[config.mk]
export PLATFORM = sky130hd
export DESIGN_NAME = mbps_cell
export DESIGN_NICKNAME = d
export VERILOG_FILES = /design/src/rtl/mbps_pkg.sv /design/src/rtl/mbps_cell.sv
export SDC_FILE = /design/constraint.sdc
export NUM_CORES = 1
export LEC_CHECK = 0
export ABC_AREA = 1
export BUFFER_PORTS_ARGS = -buffer_cell sky130_fd_sc_hd__buf_2
export CAP_MARGIN = 20
export CORE_MARGIN = 3
export CORE_UTILIZATION = 42
export DETAILED_ROUTE_END_ITERATION = 7
export GPL_TIMING_DRIVEN = 0
export PLACE_DENSITY = 0.8
export SETUP_SLACK_MARGIN = 0.05
export SYNTH_ARGS = -nofsm -noshare
export SYNTH_HDL_FRONTEND = slang
export SYNTH_SLANG_ARGS = --single-unit
[constraint.sdc]
create_clock -name clock -period 1.11 [get_ports clock]
set_input_delay 0.111 -clock clock [delete_from_list [all_inputs] [get_ports clock]]
set_output_delay 0.111 -clock clock [all_outputs]
set_load 0.01 [all_outputs]
[src/rtl/mbps_pkg.sv]
// Shared constants, codes and types of the masked byte pattern scanner.
package mbps_pkg;

   // Pattern store depth and the limit that the entry index width puts on the length.
   localparam int PATTERN_MAX = 128;
   localparam int INDEX_LIMIT = 128;
   localparam int LEN_LIMIT   = (PATTERN_MAX < INDEX_LIMIT) ? PATTERN_MAX : INDEX_LIMIT;

   // Cell position width (the ring of cells is addressed modulo its size).
   localparam int CELL_W = $clog2(PATTERN_MAX);

   // Field widths fixed by the interface.
   localparam int LEN_W  = 8;
   localparam int ADDR_W = 32;
   localparam int BYTE_W = 8;
   localparam int IDX_W  = 7;

   // Match reduction: cells are ANDed in groups, then the groups are ANDed.
   localparam int GROUP_SIZE  = 16;
   localparam int GROUP_COUNT = PATTERN_MAX / GROUP_SIZE;

   // Result buffer.
   localparam int FIFO_DEPTH = 8;
   localparam int FIFO_AW    = $clog2(FIFO_DEPTH);
   localparam int FIFO_CW    = $clog2(FIFO_DEPTH + 4);

   // Input operation codes.
   typedef enum logic {
      OP_LOAD = 1'b0,
      OP_SCAN = 1'b1
   } op_type;

   // Configuration register indexes.
   typedef enum logic {
      CSR_PATTERN_LENGTH = 1'b0,
      CSR_REGION_BASE    = 1'b1
   } csr_index_type;

   // Per-cell control for one cycle.
   typedef struct packed {
      logic shift;   // take the neighbor's window byte
      logic rotate;  // take the neighbor's pattern and mask bytes
      logic load;    // write a new pattern and mask entry
   } cell_ctrl_type;

   // One result transaction.
   typedef struct packed {
      logic              found;
      logic [ADDR_W-1:0] match_address;
   } result_type;

endpackage

[src/rtl/mbps_cell.sv]
// One scanner cell: a window byte, a pattern and mask entry, and a registered compare.
module mbps_cell
   import mbps_pkg::*;
(
   input  logic              clock,
   input  cell_ctrl_type     ctrl,
   input  logic              in_use,
   input  logic [BYTE_W-1:0] win_prev,
   input  logic [BYTE_W-1:0] pat_prev,
   input  logic [BYTE_W-1:0] mask_prev,
   input  logic [BYTE_W-1:0] load_pattern,
   input  logic [BYTE_W-1:0] load_mask,
   output logic [BYTE_W-1:0] win_out,
   output logic [BYTE_W-1:0] pat_out,
   output logic [BYTE_W-1:0] mask_out,
   output logic              hit
);

   logic [BYTE_W-1:0] win_ff, win_in;
   logic [BYTE_W-1:0] pat_ff, pat_in;
   logic [BYTE_W-1:0] mask_ff, mask_in;
   logic              hit_ff, hit_in;

   // Window byte moves one cell further on every scan transaction.
   assign win_in = ctrl.shift ? win_prev : win_ff;

   // Pattern entry is either loaded or rotated along the ring.
   always_comb begin
      pat_in  = pat_ff;
      mask_in = mask_ff;
      if (ctrl.load) begin
         pat_in  = load_pattern;
         mask_in = load_mask;
      end else if (ctrl.rotate) begin
         pat_in  = pat_prev;
         mask_in = mask_prev;
      end
   end

   // A cell beyond the active length never blocks a match.
   assign hit_in = !in_use || ((win_ff & mask_ff) == pat_ff);

   always_ff @(posedge clock) begin
      win_ff  <= win_in;
      pat_ff  <= pat_in;
      mask_ff <= mask_in;
      hit_ff  <= hit_in;
   end

   assign win_out  = win_ff;
   assign pat_out  = pat_ff;
   assign mask_out = mask_ff;
   assign hit      = hit_ff;

endmodule

==> metrics.txt <==
outcome=completed; max_slew headroom=58.4%; drt pass-1 iters=5; Setup TNS=0 ns; TritonCTS clock tree=built; Peak supply drop=0.674 mV; M3 GR Usage=1.54%; FMAX=962 MHz; largest net degree at the start of global routing=17; CTS buffer count=3; Hold Crit Class=input pin to register; Worst Clk Skew=0.00571 ns; GRT Overall Usage=17.2%; layout cells sized above 1=40.4%; Clk pin slew, worst setup/hold paths=0.12 ns; area of the multi-input gates=359 sq um; flops & latches, synth=25; initial DRC count=49; Detailed Route WL=2820 microns; Core Footprint=2570 sq um; post-route minimum period=1.04 ns; syn avg cell area=9.75 sq um; Pwr per Cell Area=1200 nW/um^2; Fill cells=203; Slew Viols, Final=0; GPL Wtd Cong=0.784; post-route clock period utilization=93.7%; Seq. cell area=741 sq um; die width=58.8 microns; CP Cell Sequence=buf_6; # diodes=0; die height=58.8 microns; Root Driver=clkbuf_4; RSZ-0062 raised after global routing=yes; required time of the critical path=1.00 ns; Syn Inst Count=120; row count=18; leak pwr=0.874 nW; initial cell density of the core=45.6%; sequential share of the synthesized area=63.3%; Ports=70; mapped cell area=1170 sq um; GR met1 Demand/Resource=22.6%; Most Crowded Layer GR=met2; measured slew at the worst slew-check pin=0.624 ns; initial antenna violation count=0; Arrival @ worst endpoint=0.93 ns; Layout Nets=249; Top delay family on crit path=flip-flops; H-tree lvl count=1; Final Hold Viols=0; clock sink count=25; Via Count=1090; grt ovf=0; max-cap check violation count=0; synth unique cells=12; Setup crit end kind=output pin; Max FO, Critical Path=3; most frequent cells in the layout=67 x nand2_1, 64 x buf_2, 24 x edfxtp_1, 9 x dlygate4sd3_1, 8 x nand3_1; vias in the first global route=995; P&R area growth vs syn=45.7%; Syn Nets=165; first-pass GRT wire length=4530 microns; post-route ant nets=0; WS Path Type=register to output pin; Bufs and invs on worst path=1; hpwl dp=2150 microns; commonest non-fill, non-tap cell in the layout=nand2_1; Startpoint Class=register; Routed WL per cell=12.1 microns; via/cell ratio=4.68; CP max-delay cell=edfxtp_1; Synthesis Warnings=0; Max stage delay on crit path=0.47 ns; final core utilization=66.4%; clock latency on the worst-skew pair=0.30 ns; # setup viols final=0; Die Area=3450 sq um; detailed-route DRC error count=0; port buffer count=68; clock buffer depth=2; GRT met2 Usage=28.1%
-- path summary, 6_finish.rpt --
| check | cells after the start | end | slack [ns] | start |
|---|---|---|---|---|
| worst max-delay path | 1 | mask_out[5] | 0.07 | mask_out[5]$_DFFE_PP_ |
| worst min-delay path | 3 | mask_out[7]$_DFFE_PP_ | 0.07 | mask_prev[7] |
| worst max register to register | 7 | hit$_DFF_P_ | 0.13 | win_out[7]$_DFFE_PP_ |
| worst min register to register | 5 | hit$_DFF_P_ | 0.68 | pat_out[6]$_DFFE_PP_ |
-- metrics by stage --
step | cell area, sq um | cells | worst slack, ns | power (mW) | hold WS, ns
after detailed placement | 1550 | 218 | -0.0240 | 1.63 | 0.280
after floorplan | 1170 | 120 | 0.0875 | 1.42 | 0.180
after global routing | 1700 | 233 | 0.0122 | 2.17 | 0.0361
after CTS | 1660 | 231 | 0.0649 | 2.03 | 0.0448
final | 1700 | 233 | 0.0702 | 2.05 | 0.0651
after global placement | 1550 | 218 | -0.00533 | 1.61 | 0.283
-- flip-flops by register name, summed over array words and instances, names as in the netlist --
name / flops
pat_out: 8
hit: 1
win_out: 8
mask_out: 8
-- synthesized netlist by cell type, drive strengths merged --
library cell   n  share of area [%]
buf            3                3.6
dfxtp          1                1.7
edfxtp        24                 62
inv            6                2.4
nand2         72                 24
nand3          8                3.4
nand3b         3                1.9
nor2           2               0.64
or2            1               0.54
-- worst min-delay path, stage by stage --
cell,delay [ns]
buf_2,0.08
nand2_1,0.04
nand2_1,0.05
-- cell families (layout without fill, tap and decap cells) --
logic type	Yosys count	after routing	share of synthesized area (%)
buffers and inverters	9	92	5.99
DFF	25	25	63.3
and+or+nand+nor	86	86	30.7
-- power breakdown --
group	switching (mW)	internal, mW
clock	0.240	0.140
sequential	0.0716	1.14
combinational	0.221	0.231
total	0.532	1.51
-- metal layers --
layer  vias up  part of all wire, %
li1        552                    -
met1       472                   40
met2        60                   51
met3         6                  6.9
met4         0                  2.5
met5         -                    0
-- final cells by class --
| type | count | area share [%] |
|---|---|---|
| Buffer | 3 | 2.50 |
| Clock buffer | 4 | 1.54 |
| Inverter | 6 | 1.62 |
| Multi-Input combinational cell | 86 | 21.1 |
| Sequential cell | 25 | 43.5 |
| Tap cell | 30 | 2.20 |
| Timing Repair Buffer | 79 | 27.6 |
-- repair_timing --
action                                  in CTS  in global routing
hold buffers                                 9                  0
hold endpoints to repair                     9                  0
gates resized for setup                      0                  4
setup buffers                                0                  2
endpoints found under the setup margin       0                 21
(Power assumes the default switching activity.)
