### src/rtl/mbps_pkg.sv
// Shared constants, codes and types of the masked byte pattern scanner.
package mbps_pkg;

   // Pattern store depth and the limit that the entry index width puts on the length.
   localparam int PATTERN_MAX = 128;
   localparam int INDEX_LIMIT = 128;
   localparam int LEN_LIMIT   = (PATTERN_MAX < INDEX_LIMIT) ? PATTERN_MAX : INDEX_LIMIT;

   // Cell position width (the ring of cells is addressed modulo its size).
   localparam int CELL_W = $clog2(PATTERN_MAX);

   // Field widths fixed by the interface.
   localparam int LEN_W  = 8;
   localparam int ADDR_W = 32;
   localparam int BYTE_W = 8;
   localparam int IDX_W  = 7;

   // Match reduction: cells are ANDed in groups, then the groups are ANDed.
   localparam int GROUP_SIZE  = 16;
   localparam int GROUP_COUNT = PATTERN_MAX / GROUP_SIZE;

   // Result buffer.
   localparam int FIFO_DEPTH = 8;
   localparam int FIFO_AW    = $clog2(FIFO_DEPTH);
   localparam int FIFO_CW    = $clog2(FIFO_DEPTH + 4);

   // Input operation codes.
   typedef enum logic {
      OP_LOAD = 1'b0,
      OP_SCAN = 1'b1
   } op_type;

   // Configuration register indexes.
   typedef enum logic {
      CSR_PATTERN_LENGTH = 1'b0,
      CSR_REGION_BASE    = 1'b1
   } csr_index_type;

   // Per-cell control for one cycle.
   typedef struct packed {
      logic shift;   // take the neighbor's window byte
      logic rotate;  // take the neighbor's pattern and mask bytes
      logic load;    // write a new pattern and mask entry
   } cell_ctrl_type;

   // One result transaction.
   typedef struct packed {
      logic              found;
      logic [ADDR_W-1:0] match_address;
   } result_type;

endpackage

### src/rtl/mbps_out_fifo.sv
// Result buffer that decouples the scan pipeline from the response channel.
module mbps_out_fifo
   import mbps_pkg::*;
(
   input  logic               clock,
   input  logic               reset,
   input  logic               push,
   input  result_type         push_data,
   input  logic               pop,
   output logic               out_valid,
   output result_type         out_data,
   output logic [FIFO_CW-1:0] count
);

   result_type         mem_ff [FIFO_DEPTH];
   logic [FIFO_AW-1:0] wr_ptr_ff, wr_ptr_in;
   logic [FIFO_AW-1:0] rd_ptr_ff, rd_ptr_in;
   logic [FIFO_CW-1:0] count_ff, count_in;

   // Pointer and occupancy update.
   always_comb begin
      wr_ptr_in = push ? wr_ptr_ff + FIFO_AW'(1) : wr_ptr_ff;
      rd_ptr_in = pop ? rd_ptr_ff + FIFO_AW'(1) : rd_ptr_ff;
      count_in  = count_ff;
      if (push && !pop) begin
         count_in = count_ff + FIFO_CW'(1);
      end else if (!push && pop) begin
         count_in = count_ff - FIFO_CW'(1);
      end
   end

   always_ff @(posedge clock) begin
      if (reset) begin
         wr_ptr_ff <= '0;
         rd_ptr_ff <= '0;
         count_ff  <= '0;
      end else begin
         wr_ptr_ff <= wr_ptr_in;
         rd_ptr_ff <= rd_ptr_in;
         count_ff  <= count_in;
      end
   end

   // Storage needs no reset.
   always_ff @(posedge clock) begin
      if (push) begin
         mem_ff[wr_ptr_ff] <= push_data;
      end
   end

   assign out_valid = (count_ff != '0);
   assign out_data  = mem_ff[rd_ptr_ff];
   assign count     = count_ff;

endmodule

### config.mk
export PLATFORM = sky130hd
export DESIGN_NAME = mbps_out_fifo
export DESIGN_NICKNAME = d
export VERILOG_FILES = /design/src/rtl/mbps_pkg.sv /design/src/rtl/mbps_out_fifo.sv
export SDC_FILE = /design/constraint.sdc
export NUM_CORES = 1
export LEC_CHECK = 0
export ABC_AREA = 1
export BUFFER_PORTS_ARGS = -buffer_cell sky130_fd_sc_hd__buf_2
export CORE_MARGIN = 2
export CORE_UTILIZATION = 65
export CTS_BUF_LIST = sky130_fd_sc_hd__clkbuf_16
export CTS_CLUSTER_DIAMETER = 60
export DETAILED_ROUTE_END_ITERATION = 8
export GPL_ROUTABILITY_DRIVEN = 0
export GPL_TIMING_DRIVEN = 0
export PLACE_DENSITY = 0.85
export SLEW_MARGIN = 10
export SYNTH_ARGS = -nofsm -noshare
export SYNTH_HDL_FRONTEND = slang
export SYNTH_SLANG_ARGS = --single-unit
### constraint.sdc
create_clock -name clock -period 4.85 [get_ports clock]
set_input_delay 0.97 -clock clock [delete_from_list [all_inputs] [get_ports clock]]
set_output_delay 0.97 -clock clock [all_outputs]
set_load 0.005 [all_outputs]
==> out/metrics.cfg <==
[power]
power_density_nw_per_um2 = 404
p_leak_nw = 4.87
ir_worst_vdd_mv = 0.332

[critical_path]
r2r-start = wr_ptr_ff[0]
worst_setup_path_start_kind = flop
crit_fanout = 10
path_buf_inv = 4
r2r_slack_ps = 2960
required_ps = 3880
cpMostUsedCell = nand2_1
worst-setup-path-type = flop to output pin
max_stage_delay_ps = 540
reg2regPathDepth = 3
endpoint_kind = output pin
critPathArrivalTime_ps = 2300
crit_family = buffers and inverters
cp_cell_sequence = clkbuf_1 -> inv_1 -> buf_1 -> nand2_1 -> nand2_1 -> buf_2
cpMaxStageDelayCell = buf_1
r2r-end = mem_ff[2][28]

[die]
start_util_pct = 66.8
die_w_um = 135
coreArea_um2 = 16700
die-area_um2 = 18200
rows = 47
ioPinCount = 75
die_h_um = 135

[clock_network]
clk_path_buf_depth = 3
clkTransAtPathRegs_ps = 60
post_cts_resized = 0
cts_buffers = 27
cts_hold_buffers = 0
htree_num_levels = 1
clkLatencyLatePin_ps = 530
cts_tree = built
cts-root-buf = clkbuf_16
postCtsSetupRepairBufs = 0
cts.sinks = 277

[route]
antenna_left = 0
wire_per_inst_um = 20.1
drc = 0
dr.pass1.iters = 6
m1WireLength_mm = 9.74
drtIter0Drc = 1042
dr_wl_met2_mm = 12.7
via_per_inst = 5.93
vias = 7826
wl_met3_mm = 3.04
routed.top_layer = met4
wl_mm = 26.5

[timing]
rsz0062_at_grt = false
worst_pin_slew_ps = 691
tns_ps = 0
fmax_ghz = 0.306
finalHoldViolCount = 0
period_needed_ps = 3270
max_slew_margin_pct = 54.0
period_share_pct = 67.4
drv_slew = 0
setup_violations = 0
fin_skew_ps = 7.66

[min_path]
min_path_cells = 2
min_path_type = flop to flop
worstHoldStart = wr_ptr_ff[0]
whs_endpoint = wr_ptr_ff[0]

[global_routing]
first_global_vias = 7601
antenna_found_initial = 3
overflow = 0
grt_pass1_wl_mm = 39.8
grt_usage_pct = 29.1
grt_max_degree = 26

[logic_synthesis]
yosys_most_used_dff = edfxtp_1
synth_seq_cells = 277
synthXorXnorAreaFrac_pct = 0.157
synthAdderAreaFrac_pct = 0.741
ys_types = 23
synth.area.mux_share_pct = 0
syn-cell-area_um2 = 11200
synth.most_common_cell = nor2_1
async_flop_share_pct = 0
synth-simple-area-share_pct = 16.1
synth_commonest_cells = nor2_1 (280), edfxtp_1 (264), nand2_1 (186)
synth_top_family_by_area = simple AND/OR/NAND/NOR gates
synth_largest_area_cell = edfxtp_1
netlist.area_leader.share_pct = 71.1
synth_compound_area_share_pct = 6.35
yosysSeqAreaShare_pct = 73.4
syn_inst = 965
synth-edff-count = 264
synth.area.top_cells = edfxtp_1 (71%), nor2_1 (9.4%), nand2_1 (6.3%), o21ai_1 (4.6%), dfxtp_1 (2.3%)
synth_nets = 1008
syn_area_per_cell_um2 = 11.6
yosysWarningCount = 0

[placed_design]
port_buffers = 74
dp_hpwl_mm = 15.7
dp_cells = 1267

[run_status]
outcome = complete, no violations

[layout]
syn2layout_area_growth_pct = 15.5
stdcell_count = 1319
fillers = 934
drive_gt1_share_pct = 15.0
fin_nets = 1119

[run]
max_cap_viol_count = 0

state kept, by name (all words and copies together), names as in the netlist, named ones only:
signal and flops:
wr_ptr_ff 3, mem_ff 264, rd_ptr_ff 3, count 4
through the flow:
stage | setup WS [ps] | util, % | area (µm²) | total power [mW] | hold slack, ps
2_1_floorplan | 1690 | - | 11200 | 3.09 | 457
3_3_place_gp | 378 | 70.6 | 11800 | 3.29 | 485
3_5_place_dp | 2160 | 72.3 | 12100 | 3.33 | 500
4_1_cts | 1630 | 77.0 | 12900 | 5.18 | 509
5_1_grt | 1520 | 77.1 | 12900 | 5.34 | 547
6_report | 1580 | 77.1 | 12900 | 5.20 | 519
per-layer routing:
metal / track usage (%) / vias up
met4: 14.5 / 0
met5: 0 / -
met1: 38.4 / 3609
met3: 5.22 / 108
met2: 47.2 / 603
li1: - / 3506
placed cells by master (no fill, tap or decap), types with 3 or more instances in the layout:
cell	count
inv_1	20
edfxtp_1	264
buf_6	11
a21oi_1	7
nor2_4	8
clkbuf_16	27
o21ai_0	31
dfxtp_1	13
nand3_1	4
buf_2	95
o21ai_1	102
buf_1	3
clkbuf_1	14
ha_1	5
clkinv_1	5
nor2_1	272
diode_2	3
clkinv_2	7
nand2_1	186
buf_16	7
power breakdown:
part	internal, mW	switching, mW	leakage, nW
registers	2.68	0.0217	2.51
logic	0.204	0.393	1.94
clock network	1.06	0.843	0.425
total	3.94	1.26	4.87
layout make-up:
cell class | instances | area (µm²) | area share, %
Tap cell | 220 | 275 | 2.14
Antenna cell | 3 | 7.51 | 0.0583
Clock buffer | 27 | 676 | 5.25
Sequential cell | 277 | 8190 | 63.6
Buffer | 51 | 308 | 2.39
Inverter | 14 | 52.6 | 0.408
Clock inverter | 22 | 121 | 0.943
Timing Repair Buffer | 82 | 583 | 4.53
Multi-Input combinational cell | 623 | 2660 | 20.7
cell families (layout without fill, tap and decap cells):
group,count (synthesis),in the layout
XOR/XNOR,2,2
other,0,3
flip-flops,277,277
AND/OR/NAND/NOR,474,474
AO/OA/AOI/OAI,141,141
buffers and inverters,65,196
adder cells (fa/ha/maj),6,6
worst reg2reg max path: stages, from the launching register on:
cell and delay, ps:
dfxtp_1 340, or2_2 420, nor2_4 570, buf_16 260
worst max-delay path by stage:
stage          start       endpoint  depth (start not counted)
5_1_grt         flop   out_data[18]                          6
6_report        flop   out_data[12]                          6
2_1_floorplan   push   mem_ff[0][0]                          3
3_3_place_gp    push  mem_ff[0][27]                          4
3_5_place_dp    push  mem_ff[2][28]                          5
4_1_cts         flop   out_data[18]                          6
Power figures use the tool's default switching activity.
