**config.mk**
```make
export PLATFORM = sky130hd
export DESIGN_NAME = mbps_and_tree
export DESIGN_NICKNAME = d
export VERILOG_FILES = /design/src/rtl/mbps_pkg.sv /design/src/rtl/mbps_and_tree.sv
export SDC_FILE = /design/constraint.sdc
export NUM_CORES = 1
export LEC_CHECK = 0
export ABC_AREA = 1
export BUFFER_PORTS_ARGS = -buffer_cell sky130_fd_sc_hd__clkbuf_2
export CORE_MARGIN = 4
export CORE_UTILIZATION = 26
export DETAILED_ROUTE_END_ITERATION = 7
export GPL_ROUTABILITY_DRIVEN = 0
export PLACE_DENSITY = 0.85
export SLEW_MARGIN = 10
export SYNTH_ARGS = -nofsm -noshare
export SYNTH_HDL_FRONTEND = slang
export SYNTH_SLANG_ARGS = --single-unit
```
**constraint.sdc**
```tcl
create_clock -name clock -period 2 [get_ports clock]
set_clock_uncertainty 0.15 [all_clocks]
set_input_delay 0.4 -clock clock [delete_from_list [all_inputs] [get_ports clock]]
set_output_delay 0.4 -clock clock [all_outputs]
set_load 0.02 [all_outputs]
```
**src/rtl/mbps_pkg.sv**
```systemverilog
// Shared constants, codes and types of the masked byte pattern scanner.
package mbps_pkg;

   // Pattern store depth and the limit that the entry index width puts on the length.
   localparam int PATTERN_MAX = 128;
   localparam int INDEX_LIMIT = 128;
   localparam int LEN_LIMIT   = (PATTERN_MAX < INDEX_LIMIT) ? PATTERN_MAX : INDEX_LIMIT;

   // Cell position width (the ring of cells is addressed modulo its size).
   localparam int CELL_W = $clog2(PATTERN_MAX);

   // Field widths fixed by the interface.
   localparam int LEN_W  = 8;
   localparam int ADDR_W = 32;
   localparam int BYTE_W = 8;
   localparam int IDX_W  = 7;

   // Match reduction: cells are ANDed in groups, then the groups are ANDed.
   localparam int GROUP_SIZE  = 16;
   localparam int GROUP_COUNT = PATTERN_MAX / GROUP_SIZE;

   // Result buffer.
   localparam int FIFO_DEPTH = 8;
   localparam int FIFO_AW    = $clog2(FIFO_DEPTH);
   localparam int FIFO_CW    = $clog2(FIFO_DEPTH + 4);

   // Input operation codes.
   typedef enum logic {
      OP_LOAD = 1'b0,
      OP_SCAN = 1'b1
   } op_type;

   // Configuration register indexes.
   typedef enum logic {
      CSR_PATTERN_LENGTH = 1'b0,
      CSR_REGION_BASE    = 1'b1
   } csr_index_type;

   // Per-cell control for one cycle.
   typedef struct packed {
      logic shift;   // take the neighbor's window byte
      logic rotate;  // take the neighbor's pattern and mask bytes
      logic load;    // write a new pattern and mask entry
   } cell_ctrl_type;

   // One result transaction.
   typedef struct packed {
      logic              found;
      logic [ADDR_W-1:0] match_address;
   } result_type;

endpackage

```
**src/rtl/mbps_and_tree.sv**
```systemverilog
// Registered two-level AND reduction of the cell compare results.
module mbps_and_tree
   import mbps_pkg::*;
(
   input  logic                   clock,
   input  logic [PATTERN_MAX-1:0] hits,
   output logic                   all_hit
);

   logic [GROUP_COUNT-1:0] grp_ff, grp_in;

   // First level: one AND per group of cells, registered.
   always_comb begin
      for (int g = 0; g < GROUP_COUNT; g++) begin
         grp_in[g] = &hits[g*GROUP_SIZE +: GROUP_SIZE];
      end
   end

   always_ff @(posedge clock) begin
      grp_ff <= grp_in;
   end

   // Second level feeds the result decision directly.
   assign all_hit = &grp_ff;

endmodule

```
==> results.md, run 1 <==
* Vert. Die Dim at 57.1 um
* Final period util at 0.742
* Psw at 0.0000960 W
* RSZ-0062 raised after global routing: no
* Placed cells at 288
* Synthesized Nets at 260
* CTS tree: yes
* Total track usage at 0.137
* Wire per inst at 8.32 um
* Comb power frac at 0.361
* Post-Layout Cell Count at 291
* Worst Hold Class: in2reg
* N_diodes at 0
* Final wirelength at 2420 um
* Max Cap Viol at 0
* Largest register FFs at 8
* Clock power frac at 0.266
* Max FO, Critical Path at 1
* Layout fillers at 246
* Worst-Margin Slew at 118 ps
* Flop and latch count out of synthesis at 8
* Tot Pwr at 0.000428 W
* Sequential share of power at 0.373
* # DRC at 0
* Biggest regs: grp_ff x8
* Die area at 3260 um^2
* Pre-antenna DRT Iters at 4
* Adder-cell share of the synthesized area at 0
* Share of cells above drive strength 1 at 0.502
* Max IR drop VDD at 306 uV
* Mapped Area at 627 um^2
* WP data required at 1450 ps
* Grt total ovfl at 0
* Post-CTS Setup Bufs at 0
* Cells after Synth at 131
* FF+latch area at 160 um^2
* Most frequent cells in the layout: 129 x clkbuf_2, 80 x nand2_1, 41 x nor2_1
* IO buf count at 129
* Standard-cell row count at 17
* Vias in the first global route at 1055
* Total number of vias at 1166
* Initial core utilization at 0.278
* Largest net degree at the start of global routing at 5
* CP Data Arrival Time at 930 ps
* Multi-input gate area in the final layout at 467 um^2
* Clock Sinks at 8
* Vias per cell at 4.01
* Mapped Avg Cell Area at 4.79 um^2
* Num CTS Buffers at 3
* Deepest clock path buffer count at 2
* # setup viols final at 0
* Post-synthesis compound-gate area fraction at 0
* Int Power at 0.000332 W
* Max_slew headroom at 0.921
* Chip width at 57.1 um
* Startpoint Class: register
* CTS H-tree lvls at 1
* Min Tclk post-route at 1480 ps
* CTS resizes at 0
* Pins over their slew limit at 0
* Starting DRT DRC Count at 18
* Initial antenna violation count at 0
* Most flop-heavy register: grp_ff
* Most common cell after layout, fill and taps aside: clkbuf_2
* XOR/XNOR Fraction of Synth Area at 0
* Final #Nets at 394
* Clock slew at reported path FFs at 50 ps
* Highest Clock Rate at 674 MHz
* Simple-Gate Fraction of Synth Area at 0.745
* DP HPWL at 2390 um
* Post-Route Setup TNS at 0 ps
* Hold_buf cts at 0
* Number of distinct library cells after synthesis at 4
* Area Growth Syn to Fin at 112%
* Crit end category: output pin
* Synth Warn # at 0
* Kind of critical path: reg2out
* Largest family of logic cells by synthesized area: simple AND/OR/NAND/NOR gates
* Final hold viol count at 0
* First-pass GRT wire length at 3660 um
* P per Cell Area at 322 nW/um^2
* Switching Share at 0.224
* P_leak at 0.803 nW
* CORE AREA at 2250 um^2
* Proportion of synthesized area in mux cells at 0
* Outcome: complete, no violations
* Post-synthesis sequential area ratio at 0.255
* Clock root cell: clkbuf_4
* Io pins at 130
* Final ANT Viol Nets at 0
## cell type report
cell class	instances	area share
clock buffers	3	0.0169
multi-input cells	123	0.351
flip-flops and latches	8	0.120
well taps	28	0.0263
repair buffers	129	0.485
## stage by stage
step | hold slack, ps | cell area [um^2] | setup WS (ps) | utilization
2_1_floorplan | 435 | 627 | 774 | -
3_3_place_gp | 538 | 1310 | 786 | 0.580
3_5_place_dp | 541 | 1310 | 760 | 0.580
4_1_cts | 279 | 1330 | 487 | 0.590
5_1_grt | 288 | 1330 | 431 | 0.590
6_report | 280 | 1330 | 517 | 0.590
## final timing paths
kind	startpoint	to	slack [ps]	depth (start not counted)
hold / removal	hits[127]	grp_ff[7]$_DFF_P_	280	5
setup / recovery	grp_ff[6]$_DFF_P_	all_hit	520	3
## power by group through the flow
stage	registers [W]	clock network, W	logic [W]
global placement	0.000163	0	0.000154
floorplan	0.000163	0	0.0000355
finish	0.000160	0.000114	0.000154
detailed placement	0.000163	0	0.000156
global route	0.000160	0.000126	0.000177
CTS	0.000160	0.000120	0.000157
## synthesized netlist by cell type
| cell | count | area share |
|---|---|---|
| dfxtp_1 | 8 | 0.26 |
| nand2_1 | 80 | 0.48 |
| nand4_1 | 2 | 0.020 |
| nor2_1 | 41 | 0.25 |
## critical path, stage by stage (launching register included)
cell and delay, ps:
dfxtp_1 310, nand4_1 100, nor2_1 110, clkbuf_2 170
## metal layers
layer,vias to the layer above,share of wire,track usage
li1,662,-,-
met1,424,0.31,0.122
met2,80,0.50,0.269
met3,0,0.19,0.0792
met4,0,0,0.0199
met5,-,0,0
## logic make-up (layout without fill, tap and decap cells)
group / Yosys count / count (layout)
buffers and inverters: 0 / 132
DFF: 8 / 8
and+or+nand+nor: 123 / 123
Note: power is estimated with default switching activity, not from simulation.
==> run 2, diff against run 1 <==
--- a/config.mk
+++ b/config.mk
@@ -8,10 +8,10 @@
 export ABC_AREA = 1
 export BUFFER_PORTS_ARGS = -buffer_cell sky130_fd_sc_hd__clkbuf_2
 export CORE_MARGIN = 4
-export CORE_UTILIZATION = 26
+export CORE_UTILIZATION = 22
 export DETAILED_ROUTE_END_ITERATION = 7
 export GPL_ROUTABILITY_DRIVEN = 0
-export PLACE_DENSITY = 0.85
+export PLACE_DENSITY = 0.77
 export SLEW_MARGIN = 10
 export SYNTH_ARGS = -nofsm -noshare
 export SYNTH_HDL_FRONTEND = slang
==> constraint.sdc (replaced) <==
create_clock -name clock -period 1.3 [get_ports clock]
set_clock_uncertainty 0.15 [all_clocks]
set_input_delay 0.26 -clock clock [delete_from_list [all_inputs] [get_ports clock]]
set_output_delay 0.26 -clock clock [all_outputs]
set_load 0.02 [all_outputs]
==> results.md, run 2 (synthesis gave the netlist of run 1 again) <==
* Num CTS Buffers at 3 (unchanged)
* P_leak at 0.804 nW (+0.17%)
* Clock root cell: clkbuf_4
* Deepest clock path buffer count at 2 (unchanged)
* Final hold slack at 124 ps (-156 ps)
* RSZ-0062 raised after global routing: yes
* N_diodes at 0 (unchanged)
* Max Cap Viol at 0 (unchanged)
* DP HPWL at 2260 um (-5.3%)
* Comb power frac at 0.358 (-0.003)
* Switching Share at 0.232 (+0.00745)
* Largest register FFs at 8 (unchanged)
* Total number of vias at 1147 (-1.6%)
* CTS H-tree lvls at 1 (unchanged)
* Initial antenna violation count at 0 (unchanged)
* Psw at 0.000154 W (+61%)
* Finished Cell Area at 1340 um^2 (+0.56%)
* Pre-antenna DRT Iters at 2 (-2)
* Clock power frac at 0.273 (+0.007)
* Die area at 3770 um^2 (+16%)
* CP Data Arrival Time at 900 ps (-30 ps)
* Max IR drop VDD at 448 uV (+47%)
* Vias in the first global route at 945 (-10%)
* Area after DPL at 1310 um^2 (+0.29%)
* Worst Hold Class: in2reg
* Most frequent cells in the layout: 128 x clkbuf_2, 80 x nand2_1, 41 x nor2_1
* Vias per cell at 3.90 (-2.6%)
* # DRC at 0 (unchanged)
* IO buf count at 129 (unchanged)
* Pins over their slew limit at 0 (unchanged)
* Io pins at 130 (unchanged)
* Vert. Die Dim at 61.4 um (+7.5%)
* Final wirelength at 2370 um (-2.2%)
* Crit end category: output pin
* Highest Clock Rate at 764 MHz
* Most flop-heavy register: grp_ff
* First-pass GRT wire length at 3260 um (-11%)
* WP data required at 890 ps (-560 ps)
* Startpoint Class: register
* Largest net degree at the start of global routing at 5 (unchanged)
* Sequential share of power at 0.369 (-0.004)
* CTS tree: yes
* CORE AREA at 2730 um^2 (+21%)
* Min Tclk post-route at 1310 ps
* Starting DRT DRC Count at 7 (-11)
* Setup ws final at -8.88 ps (-525 ps)
* Total track usage at 0.117 (-0.0204)
* Final ANT Viol Nets at 0 (unchanged)
* Grt total ovfl at 0 (unchanged)
* Clock Sinks at 8 (unchanged)
* Wire per inst at 8.05 um (-3.2%)
* # setup viols final at 1 (+1)
* Int Power at 0.000512 W (+54%)
* Failing checks: setup timing
* Final hold viol count at 0 (unchanged)
* Clock slew at reported path FFs at 50 ps (about the same)
* Final period util at 1.01
* Area Growth Syn to Fin at 113%
* Chip width at 61.4 um (+7.5%)
* Biggest regs: grp_ff x8
* Standard-cell row count at 19 (+2)
* Initial core utilization at 0.229 (-0.0487)
* P per Cell Area at 498 nW/um^2 (+55%)
* Outcome: complete, but fails checks
* Final #Nets at 394 (unchanged)
* Worst-Margin Slew at 98.9 ps (-18.8 ps)
* Share of cells above drive strength 1 at 0.506 (+0.00380)
* Kind of critical path: reg2out
* Max FO, Critical Path at 1 (unchanged)
* Hold_buf cts at 0 (unchanged)
* Most common cell after layout, fill and taps aside: clkbuf_2
* Max_slew headroom at 0.934 (+0.0126)
[run 2: changes by cell type in the layout (fill, tap and decap cells not counted)]
cell      delta
buf_4        +1
clkbuf_2     -1
dfxtp_1      -1
dfxtp_2      +1
[run 2: power groups by stage]
stage | combinational, W | clock, W | sequential (W)
after global placement | 0.000236 | 0 | 0.000251
final | 0.000238 | 0.000182 | 0.000246
after CTS | 0.000242 | 0.000195 | 0.000245
after floorplan | 0.0000546 | 0 | 0.000251
after global routing | 0.000274 | 0.000211 | 0.000245
after detailed placement | 0.000240 | 0 | 0.000251
[run 2: metal layers]
| layer | wire (um) | track usage | vias up |
|---|---|---|---|
| met2 | 1190 | 0.230 | 70 |
| met1 | 740 | 0.108 | 414 |
| met3 | 428 | 0.0524 | 2 |
| li1 | - | - | 661 |
| met5 | 0 | 0 | - |
| met4 | 11 | 0.0273 | 0 |
[run 2: worst paths after layout]
kind / start / to / slack, ps / cells past startpoint
worst max-delay path: grp_ff[5]$_DFF_P_ / all_hit / -9 / 3
worst min-delay path: hits[63] / grp_ff[3]$_DFF_P_ / 120 / 5
[run 2: final cells by class]
type | instances | area, um^2
Fill cell | 289 | 1400
Timing Repair Buffer | 129 | 648
Multi-Input combinational cell | 123 | 467
Sequential cell | 8 | 161
Tap cell | 31 | 38.8
Clock buffer | 3 | 22.5
[run 2: stage by stage]
| step | total power (W) | std cells | setup TNS (ps) | setup WS (ps) | utilization |
|---|---|---|---|---|---|
| 2_1_floorplan | 0.000305 | 131 | 0 | 214 | - |
| 3_3_place_gp | 0.000486 | 291 | 0 | 224 | 0.480 |
| 3_5_place_dp | 0.000491 | 291 | 0 | 210 | 0.480 |
| 4_1_cts | 0.000682 | 294 | -53.3 | -53.3 | 0.489 |
| 5_1_grt | 0.000731 | 294 | -79.8 | -79.8 | 0.489 |
| 6_report | 0.000666 | 294 | -8.88 | -8.88 | 0.489 |
[run 2: timing repair]
item	4_1_cts	5_1_grt
pin swaps	2	2
resized for setup	2	1
setup endpoints to repair	1	1
buffers inserted	0	0
hold endpoints to repair	0	0
[run 2: critical path, cell delays in order (launching register included)]
cell and delay, ps:
dfxtp_1 300, nand4_1 90, nor2_1 110, buf_4 150
==> run 3, diff against run 2 <==
--- a/config.mk
+++ b/config.mk
@@ -12,6 +12,7 @@
 export DETAILED_ROUTE_END_ITERATION = 7
 export GPL_ROUTABILITY_DRIVEN = 0
 export PLACE_DENSITY = 0.77
+export RECOVER_POWER = 50
 export SLEW_MARGIN = 10
 export SYNTH_ARGS = -nofsm -noshare
 export SYNTH_HDL_FRONTEND = slang
==> results.md, run 3 (synthesis gave the netlist of run 1 again) <==
* Highest Clock Rate at 764 MHz (unchanged)
* Io pins at 130 (unchanged)
* WHS Endpoint: grp_ff[3]$_DFF_P_
* Chip width at 61.4 um (unchanged)
* N_diodes at 0 (unchanged)
* Min Tclk post-route at 1310 ps (unchanged)
* Cell family with most CP delay: flip-flops
* Post-CTS Setup Bufs at 0 (unchanged)
* CP cell instances: nand4_1 > nor2_1 > buf_4
* Worst-Margin Slew at 98.9 ps (unchanged)
* Grt total ovfl at 0 (unchanged)
* Starting DRT DRC Count at 7 (unchanged)
* CORE AREA at 2730 um^2 (unchanged)
* Largest register FFs at 8 (unchanged)
* IO buf count at 129 (unchanged)
* Wire per inst at 8.05 um (about the same)
* CP Data Arrival Time at 900 ps (about the same)
* Outcome: complete, but fails checks
* Worst Hold Class: in2reg
* Failing checks: setup timing
* Clock root cell: clkbuf_4
* # DRC at 0 (unchanged)
* Standard-cell row count at 19 (unchanged)
* WP buf/inv at 1 (unchanged)
* Initial core utilization at 0.229 (unchanged)
* Share of cells above drive strength 1 at 0.502 (-0.00380)
* Die area at 3770 um^2 (unchanged)
* Clock Sinks at 8 (unchanged)
* First-pass GRT wire length at 3260 um (unchanged)
* Total number of vias at 1147 (unchanged)
* CP peak stage delay at 300 ps (about the same)
* Pins over their slew limit at 0 (unchanged)
* Max IR drop VDD at 448 uV (about the same)
* Pre-antenna DRT Iters at 2 (unchanged)
* Final ANT Viol Nets at 0 (unchanged)
* Vert. Die Dim at 61.4 um (unchanged)
* Final hold slack at 124 ps (unchanged)
* Multi-input gate area in the final layout at 467 um^2 (unchanged)
* Largest net degree at the start of global routing at 5 (unchanged)
* Final wirelength at 2370 um (about the same)
* Critical path depth at 3 (unchanged)
* WP data required at 890 ps (about the same)
* Max Cap Viol at 0 (unchanged)
* Final period util at 1.01 (unchanged)
* Clock slew at reported path FFs at 50 ps (about the same)
* Kind of critical path: reg2out
* Final #Nets at 394 (unchanged)
* CTS tree: yes
* Most frequent cells in the layout: 127 x clkbuf_2, 80 x nand2_1, 41 x nor2_1
* Critical path origin: grp_ff[5]$_DFF_P_
* Hold path startpoint: hits[63]
* Initial antenna violation count at 0 (unchanged)
* Most common cell after layout, fill and taps aside: clkbuf_2
* RSZ-0062 raised after global routing: yes
* CTS H-tree lvls at 1 (unchanged)
* Post-Route Setup TNS at -8.88 ps (unchanged)
* Layout fillers at 290 (+0.35%)
* Vias in the first global route at 945 (unchanged)
* DP HPWL at 2260 um (unchanged)
* Final hold viol count at 0 (unchanged)
* # setup viols final at 1 (unchanged)
* Tot Pwr at 0.000665 W (about the same)
* Total track usage at 0.117 (unchanged)
* Crit end category: output pin
* P_leak at 0.801 nW (-0.37%)
* Max FO, Critical Path at 1 (unchanged)
* Biggest regs: grp_ff x8
* Startpoint Class: register
* Num CTS Buffers at 3 (unchanged)
* FF+latch area at 161 um^2 (unchanged)
* Setup ws final at -8.88 ps (unchanged)
* Finished Cell Area at 1340 um^2 (about the same)
* Most flop-heavy register: grp_ff
* Area Growth Syn to Fin at 113% (about the same)
* Max_slew headroom at 0.934 (unchanged)
* Worst Hold Depth at 5 (unchanged)
* Hold_buf cts at 0 (unchanged)
* Deepest clock path buffer count at 2 (unchanged)
* Vias per cell at 3.90 (unchanged)
* Slowest cell on crit path: dfxtp_1
* P per Cell Area at 498 nW/um^2 (about the same)
* Area after DPL at 1310 um^2 (unchanged)
-- run 3: cell count changes in the layout (fill, tap and decap cells not counted) --
cell and delta:
clkbuf_1 +1, clkbuf_2 -1
-- run 3: layout make-up --
cell class,count,area share
Clock buffer,3,0.0169
Multi-Input combinational cell,123,0.349
Sequential cell,8,0.121
Tap cell,31,0.0290
Timing Repair Buffer,129,0.484
-- run 3: per-stage QoR --
step                 util  cells  setup WS, ps
floorplan               -    131           214
global placement    0.480    291           224
detailed placement  0.480    291           210
CTS                 0.489    294         -53.3
global route        0.489    294         -79.8
finish              0.489    294         -8.88
-- run 3: power breakdown --
| group | switching [W] | internal (W) | total [W] |
|---|---|---|---|
| clock | 0.0000765 | 0.000105 | 0.000182 |
| sequential | 0.00000000161 | 0.000246 | 0.000246 |
| combinational | 0.0000777 | 0.000160 | 0.000238 |
-- run 3: what timing repair did --
action | in CTS | in global routing
cloned | 0 | 0
gates resized for setup | 2 | 1
endpoints found under the setup margin | 1 | 1
pin swaps | 2 | 2
-- run 3: worst max-delay path by stage --
stage                   end  slack (ps)
finish              all_hit          -9
global route        all_hit         -80
CTS                 all_hit         -50
detailed placement  all_hit         210
global placement    all_hit         220
floorplan           all_hit         210
-- run 3: metal layers --
metal,vias to the layer above,routed length (um),GRT usage
li1,661,-,-
met1,414,741,0.108
met2,70,1190,0.230
met3,2,429,0.0524
met4,0,11,0.0273
met5,-,0,0
